===== config.mk =====
export PLATFORM = sky130hd
export DESIGN_NAME = ccbrd_regs
export DESIGN_NICKNAME = d
export VERILOG_FILES = /design/src/rtl/ccbrd_pkg.sv /design/src/rtl/ccbrd_ram.sv /design/src/rtl/ccbrd_regs.sv
export SDC_FILE = /design/constraint.sdc
export NUM_CORES = 2
export LEC_CHECK = 0
export ABC_AREA = 1
export BUFFER_PORTS_ARGS = -buffer_cell sky130_fd_sc_hd__buf_4
export CELL_PAD_IN_SITES_DETAIL_PLACEMENT = 1
export CELL_PAD_IN_SITES_GLOBAL_PLACEMENT = 1
export CORE_MARGIN = 2
export CORE_UTILIZATION = 30
export CTS_CLUSTER_SIZE = 12
export DETAILED_ROUTE_END_ITERATION = 8
export GPL_TIMING_DRIVEN = 1
export PLACE_DENSITY_LB_ADDON = 0.1
export SYNTH_ARGS = -nofsm -noshare
export SYNTH_HDL_FRONTEND = slang
export SYNTH_SLANG_ARGS = --single-unit

===== constraint.sdc =====
create_clock -name clk -period 2.9 [get_ports clk]
set_input_delay 0.145 -clock clk [delete_from_list [all_inputs] [get_ports clk]]
set_output_delay 0.145 -clock clk [all_outputs]
set_load 0.02 [all_outputs]

===== src/rtl/ccbrd_pkg.sv =====
// Shared types and constants of the CPU bus register decoder.
// No dependencies; imported by the main store, register file, top level and testbench.
package ccbrd_pkg;

	typedef enum logic [1:0] {
		CMD_READ  = 2'd0,
		CMD_WRITE = 2'd1,
		CMD_WORD  = 2'd2
	} cmd_t;

	// Video register offsets within the folded window
	localparam logic [2:0] OFF_CTRL    = 3'd0;
	localparam logic [2:0] OFF_MASK    = 3'd1;
	localparam logic [2:0] OFF_STATUS  = 3'd2;
	localparam logic [2:0] OFF_OAMADDR = 3'd3;
	localparam logic [2:0] OFF_OAMDATA = 3'd4;
	localparam logic [2:0] OFF_SCROLL  = 3'd5;
	localparam logic [2:0] OFF_ADDR    = 3'd6;
	localparam logic [2:0] OFF_DATA    = 3'd7;

	localparam logic [15:0] REG_FIRST   = 16'h2000;
	localparam logic [15:0] REG_LAST    = 16'h3FFF;
	localparam logic [15:0] REG_FOLD    = 16'h0007;
	localparam logic [15:0] CTRL_WARMUP = 16'd29658;
	localparam logic [15:0] VADDR_MASK  = 16'h3FFF;
	localparam logic [15:0] STRIDE_ROW  = 16'd32;
	localparam logic [15:0] STRIDE_ONE  = 16'd1;
	localparam logic [7:0]  VBLANK_BIT  = 8'h80;
	localparam logic [7:0]  PAD_OPEN    = 8'h40;
	localparam int          CTRL_INC_BIT = 2;

	// Where the read byte of a beat comes from once it reaches the result stage
	typedef enum logic [1:0] {
		SRC_REG,
		SRC_SPRITE,
		SRC_MAIN,
		SRC_WORD
	} src_t;

	typedef struct packed {
		logic        fire;
		logic [1:0]  cmd;
		logic [15:0] addr;
		logic [7:0]  wdata;
		logic        ghost;
		logic [7:0]  buttons;
		logic [15:0] cycles;
	} req_t;

	typedef struct packed {
		src_t        src;
		logic [7:0]  rdata;
		logic        vram_valid;
		logic [15:0] vram_addr;
		logic [7:0]  vram_byte;
	} rsp_t;

	typedef struct packed {
		logic        rd;
		logic        we;
		logic [15:0] addr;
		logic [7:0]  wdata;
	} macc_t;

endpackage


===== src/rtl/ccbrd_ram.sv =====
// Generic single-port-write, single-port-read RAM with registered read.
// No dependencies.
module ccbrd_ram #(
	parameter int WIDTH = 8,
	parameter int DEPTH = 256
) (
	input  logic                     clk,
	input  logic                     we,
	input  logic [$clog2(DEPTH)-1:0] waddr,
	input  logic [WIDTH-1:0]         wdata,
	input  logic                     re,
	input  logic [$clog2(DEPTH)-1:0] raddr,
	output logic [WIDTH-1:0]         rdata
);
	logic [WIDTH-1:0] mem [DEPTH];
	logic [WIDTH-1:0] rdata_q;

	always_ff @(posedge clk) begin
		if (we)
			mem[waddr] <= wdata;
		if (re)
			rdata_q <= mem[raddr];
	end

	assign rdata = rdata_q;
endmodule


===== src/rtl/ccbrd_regs.sv =====
// Address translation, video register file, pad shifter and sprite store.
// Depends on ccbrd_pkg and ccbrd_ram.
module ccbrd_regs
	import ccbrd_pkg::*;
#(
	parameter int ROM_BASE      = 32768,
	parameter int ROM_BANK_SIZE = 16384,
	parameter int PAD_PORT_ADDR = 16406
) (
	input  logic       clk,
	input  logic       arst_n,
	input  logic       cfg_we,
	input  logic       cfg_wdata,
	input  req_t       req,
	output rsp_t       rsp,
	output macc_t      macc,
	output logic [7:0] spr_rdata
);
	localparam logic [16:0] BANK_TOP  = 17'(ROM_BASE + ROM_BANK_SIZE);
	localparam logic [15:0] BANK_SIZE = 16'(ROM_BANK_SIZE);
	localparam logic [15:0] PAD_ADDR  = 16'(PAD_PORT_ADDR);

	logic        mirror_q;
	logic [7:0]  ctrl_q, ctrl_d;
	logic [7:0]  mask_q, mask_d;
	logic [7:0]  status_q, status_d;
	logic [7:0]  oam_addr_q, oam_addr_d;
	logic [15:0] scroll_q, scroll_d;
	logic [15:0] vaddr_q, vaddr_d;
	logic [7:0]  vdata_q, vdata_d;
	logic        scr_rph_q, scr_rph_d;
	logic        scr_wph_q, scr_wph_d;
	logic        adr_rph_q, adr_rph_d;
	logic        adr_wph_q, adr_wph_d;
	logic [7:0]  pad_q, pad_d;

	logic        in_regs;
	logic        mirrored;
	logic [15:0] a;
	logic        is_pad;
	logic [2:0]  off;
	logic        scr_ph;
	logic        adr_ph;
	logic [15:0] stride;
	logic        spr_we;
	logic        spr_re;

	assign in_regs  = (req.addr >= REG_FIRST) && (req.addr <= REG_LAST);
	assign mirrored = mirror_q && ({1'b0, req.addr} >= BANK_TOP);
	assign a = in_regs ? (REG_FIRST | (req.addr & REG_FOLD)) :
		mirrored ? (req.addr - BANK_SIZE) : req.addr;
	assign is_pad = (a == PAD_ADDR);
	assign off    = a[2:0];
	assign scr_ph = ~scr_rph_q;
	assign adr_ph = ~adr_rph_q;
	assign stride = ctrl_q[CTRL_INC_BIT] ? STRIDE_ROW : STRIDE_ONE;

	always_comb begin
		ctrl_d     = ctrl_q;
		mask_d     = mask_q;
		status_d   = status_q;
		oam_addr_d = oam_addr_q;
		scroll_d   = scroll_q;
		vaddr_d    = vaddr_q;
		vdata_d    = vdata_q;
		scr_rph_d  = scr_rph_q;
		scr_wph_d  = scr_wph_q;
		adr_rph_d  = adr_rph_q;
		adr_wph_d  = adr_wph_q;
		pad_d      = pad_q;
		rsp        = '{src: SRC_REG, rdata: 8'h00, vram_valid: 1'b0,
			vram_addr: 16'h0000, vram_byte: 8'h00};
		macc       = '{rd: 1'b0, we: 1'b0, addr: a, wdata: req.wdata};
		spr_we     = 1'b0;
		spr_re     = 1'b0;
		unique case (req.cmd)
			CMD_READ: begin
				if (is_pad) begin
					rsp.rdata = {7'd0, pad_q[0]} | PAD_OPEN;
					if (!req.ghost)
						pad_d = pad_q >> 1;
				end else if (in_regs) begin
					unique case (off)
						OFF_CTRL:    rsp.rdata = ctrl_q;
						OFF_MASK:    rsp.rdata = mask_q;
						OFF_STATUS: begin
							rsp.rdata = status_q;
							if (!req.ghost)
								status_d = status_q & ~VBLANK_BIT;
						end
						OFF_OAMADDR: rsp.rdata = oam_addr_q;
						OFF_OAMDATA: begin
							rsp.src = SRC_SPRITE;
							spr_re  = req.fire;
						end
						OFF_SCROLL: begin
							rsp.rdata = scr_ph ? scroll_q[7:0] : scroll_q[15:8];
							if (!req.ghost)
								scr_rph_d = scr_ph;
						end
						OFF_ADDR: begin
							rsp.rdata = adr_ph ? vaddr_q[7:0] : vaddr_q[15:8];
							if (!req.ghost)
								adr_rph_d = adr_ph;
						end
						OFF_DATA:    rsp.rdata = vdata_q;
						default:     rsp.rdata = 8'h00;
					endcase
				end else begin
					rsp.src = SRC_MAIN;
					macc.rd = req.fire;
				end
			end
			CMD_WORD: begin
				// raw store read, no register decoding
				rsp.src = SRC_WORD;
				macc.rd = req.fire;
			end
			CMD_WRITE: begin
				if (is_pad) begin
					if (req.wdata[0])
						pad_d = req.buttons;
				end else if (in_regs) begin
					unique case (off)
						OFF_CTRL: begin
							if (req.cycles >= CTRL_WARMUP)
								ctrl_d = req.wdata;
						end
						OFF_MASK:    mask_d = req.wdata;
						OFF_STATUS:  status_d = req.wdata;
						OFF_OAMADDR: oam_addr_d = req.wdata;
						OFF_OAMDATA: spr_we = req.fire;
						OFF_SCROLL: begin
							scroll_d  = scr_wph_q ? {req.wdata, scroll_q[7:0]} :
								{scroll_q[15:8], req.wdata};
							scr_wph_d = ~scr_wph_q;
						end
						OFF_ADDR: begin
							vaddr_d   = adr_wph_q ? {req.wdata, vaddr_q[7:0]} :
								{vaddr_q[15:8], req.wdata};
							adr_wph_d = ~adr_wph_q;
						end
						OFF_DATA: begin
							vdata_d        = req.wdata;
							rsp.vram_valid = 1'b1;
							rsp.vram_addr  = vaddr_q;
							rsp.vram_byte  = req.wdata;
							vaddr_d        = (vaddr_q + stride) & VADDR_MASK;
						end
						default: ;
					endcase
				end else begin
					macc.we = req.fire;
				end
			end
			default: ;
		endcase
	end

	always_ff @(posedge clk or negedge arst_n) begin
		if (!arst_n) begin
			mirror_q <= 1'b0;
		end else if (cfg_we) begin
			mirror_q <= cfg_wdata;
		end
	end

	always_ff @(posedge clk or negedge arst_n) begin
		if (!arst_n) begin
			ctrl_q     <= 8'h00;
			mask_q     <= 8'h00;
			status_q   <= 8'h00;
			oam_addr_q <= 8'h00;
			scroll_q   <= 16'h0000;
			vaddr_q    <= 16'h0000;
			vdata_q    <= 8'h00;
			scr_rph_q  <= 1'b1;
			scr_wph_q  <= 1'b1;
			adr_rph_q  <= 1'b1;
			adr_wph_q  <= 1'b1;
			pad_q      <= 8'h00;
		end else if (req.fire) begin
			ctrl_q     <= ctrl_d;
			mask_q     <= mask_d;
			status_q   <= status_d;
			oam_addr_q <= oam_addr_d;
			scroll_q   <= scroll_d;
			vaddr_q    <= vaddr_d;
			vdata_q    <= vdata_d;
			scr_rph_q  <= scr_rph_d;
			scr_wph_q  <= scr_wph_d;
			adr_rph_q  <= adr_rph_d;
			adr_wph_q  <= adr_wph_d;
			pad_q      <= pad_d;
		end
	end

	ccbrd_ram #(.WIDTH(8), .DEPTH(256)) u_sprite (
		.clk   (clk),
		.we    (spr_we),
		.waddr (oam_addr_q),
		.wdata (req.wdata),
		.re    (spr_re),
		.raddr (oam_addr_q),
		.rdata (spr_rdata)
	);
endmodule


==> qor.txt <==
outcome - completed
crit-path max FO - 10
clock slew seen by the registers of the worst setup and hold paths - 0.06 ns
met3 routed WL - 12200 µm
Highest Signal Layer - met5
GRT Residual Overflow - 0
ys async rst share - 3.97%
final setup TNS - 0 ns
pin slew with the least headroom to its limit - 1.28 ns
first-pass GRT wire length - 468000 µm
Vias/cell - 4.85
dpl cells - 12000
Yosys cell types - 48
CTS H-tree lvls - 4
Hold/Removal Path Class - in2reg
layout net count - 8602
Yosys warnings - 0
post-synthesis mux area share - 0.105%
delay-heaviest family, CP - compound AO/OA/AOI/OAI gates
Fillers - 31200
Clk Latency, worst-skew pair - 0.93 ns
maxcap violations - 0
# DRC - 0
fmax - 351 MHz
post-synthesis simple-gate area fraction - 20.1%
Slowest-stage cell, CP - dfstp_2
die area - 294000 µm²
CP cell instances - inv_2, nand2_1, a21oi_1, a221oi_1, a41oi_2, buf_4
leading post-synthesis cells by cell area - edfxtp_1, nand2_1, nor2_1, dfrtp_1, o21ai_0
Post-Syn Area - 86800 µm²
Via Count - 60800
area leader, netlist - edfxtp_1
Synth Area in Adders - 0.0720%
Area growth, synth to finish - 23.6%
largest family of logic cells by synthesized area - simple AND/OR/NAND/NOR gates
Final WS setup - 0.0482 ns
flops & latches, synth - 2141
critical path type - reg2out
setup repair after global routing missed its margin - true
CP required - 2.76 ns
dpl ws - -0.532 ns
average cell area after synthesis - 11.3 µm²
Post-DRT Antenna Nets - 0
Core Rows - 197
crit end category - output pin
largest net degree at the start of global routing - 94
FF-to-FF setup slack - 0.08 ns
area post-placement - 98600 µm²
top_reg_cell synth - edfxtp_1
Detailed Place HPWL - 213000 µm
Routed WL per cell - 26.2 µm
Final setup viols - 0
Die W - 542 µm
fin. max-slew vios - 0
WP data arrival - 2.71 ns
Starting Density - 30.2%
leakage power - 40.4 nW
antenna violations before repair - 15
CTS Buf Count - 243
Total Power - 68.5 mW
Final Non-Filler Cells - 12500
CTS tree - done
M1 wire length - 154000 µm
Die Y-Extent - 542 µm
Synth Area in Compound Gates - 3.37%
root buf cell - clkbuf_16
Slew HR - 14.1%
io pins - 125
I/O Buffers - 123
Hold Vio Cnt, Final - 0
Sink Count - 2141
DR iter-0 viols - 4661
PwrDens - 638 nW/µm²
finished layout cell area - 107000 µm²
minimum clock period - 2.85 ns
Worst IR Drop VDD - 0.000508 V
vias in the first global route - 63400
post-synthesis sequential area ratio - 73.6%
WL final - 328000 µm
CP startpoint kind - flip-flop
slowest cell delay on critical path - 0.63 ns
Final Util - 37.3%
Yosys top cell area share - 71.1%
drt pass-1 iters - 5
Met2 Wirelength - 155000 µm
commonest non-fill, non-tap cell in the layout - nand2_1
share of cells above drive strength 1 - 16.4%
Final Hold Slack - 0.0920 ns
Syn Nets - 7741
Setup Skew - 0.0555 ns
number of flops mapped to enable cells by yosys - 2056
gr usage total - 22.0%
GP Congestion - 0.812
Core Region - 288000 µm²
most frequent cells in the layout - nand2_1, edfxtp_1, buf_4
Final Cycle Share - 98.3%
Gate Count Post-Synth - 7680
clk buf depth - 4
buffers plus inverters on the worst setup path - 2
Post-Synth XOR/XNOR Area - 0.0403%
## tightest hold or removal path, stage by stage
cell	delay, ns
buf_4	0.12
inv_1	0.10
nor2_1	0.06
inv_1	0.19
nor2_8	0.04
buf_4	0.18
nand2_1	0.09
xor2_1	0.06
## worst paths after layout
kind / start / to / depth (start not counted)
max in group asynchronous: arst_n / scroll_q[13] / 4
min in group asynchronous: arst_n / adr_rph_q / 3
hold / removal: req[51] / adr_wph_q / 8
setup reg to reg: oam_addr_q[1] / u_sprite.rdata[5] / 15
hold reg to reg: status_q[5] / status_q[5] / 2
setup / recovery: adr_rph_q / rsp[28] / 6
## synthesized netlist by cell type (5+ instances only)
library cell	count
o22ai_1	7
mux2i_1	8
nand4_1	174
o31ai_1	6
nor3_1	7
inv_2	8
buf_4	16
nor2_1	575
o21ai_1	16
nand3_1	159
dfrtp_1	81
inv_1	130
ha_1	5
a21oi_1	141
clkbuf_1	129
a22oi_1	83
buf_2	217
o21ai_0	241
buf_1	34
o211ai_1	5
nand2_1	3529
edfxtp_1	2056
## registers in the layout, summed over array words and instances (netlist names)
| name | cells |
|---|---|
| adr_wph_q | 1 |
| mirror_q | 1 |
| scr_rph_q | 1 |
| adr_rph_q | 1 |
| mask_q | 8 |
| u_sprite.rdata | 8 |
| scr_wph_q | 1 |
| vaddr_q | 16 |
| ctrl_q | 8 |
| scroll_q | 16 |
| status_q | 8 |
| vdata_q | 8 |
| u_sprite.mem | 2048 |
| oam_addr_q | 8 |
| pad_q | 8 |
## repair_timing
action / 4_1_cts / 5_1_grt
endpoints found under the hold margin: 1680 / 0
cloned: 1 / 6
hold buffers: 52 / 0
pin swaps: 4 / 24
setup buffers: 6 / 5
endpoints found under the setup margin: 91 / 43
resized for setup: 63 / 105
## metal layers
layer	vias to the layer above	GRT usage, %
met5	-	0
met4	2	4.83
met3	339	2.18
met2	1101	36.2
met1	31500	31.2
li1	27800	-
## kinds of logic after synthesis
family	count (synthesis)
mux	9
buf+inv	537
xor+xnor	4
simple gates	4462
flops	2141
fa+ha+maj	5
compound gates	522
## power by group
| part | internal (mW) | total (mW) | switching, mW | leakage, nW |
|---|---|---|---|---|
| combinational | 1.38 | 4.69 | 3.31 | 17.3 |
| clock | 16.8 | 29.8 | 13.0 | 3.66 |
| sequential | 33.9 | 34.0 | 0.0736 | 19.5 |
| total | 52.1 | 68.5 | 16.4 | 40.4 |
## area by class of cell
| class | count | area [µm²] | share of cell area [%] |
|---|---|---|---|
| inverter | 140 | 568 | 0.529 |
| multi-input combinational | 5002 | 21000 | 19.6 |
| antenna | 4 | 10.0 | 0.00933 |
| sequential | 2141 | 63900 | 59.5 |
| clock inverter | 143 | 1170 | 1.09 |
| timing repair buffer | 1013 | 9620 | 8.96 |
| clock buffer | 297 | 6300 | 5.88 |
| tap | 3781 | 4730 | 4.41 |
Power figures use the tool's default switching activity.
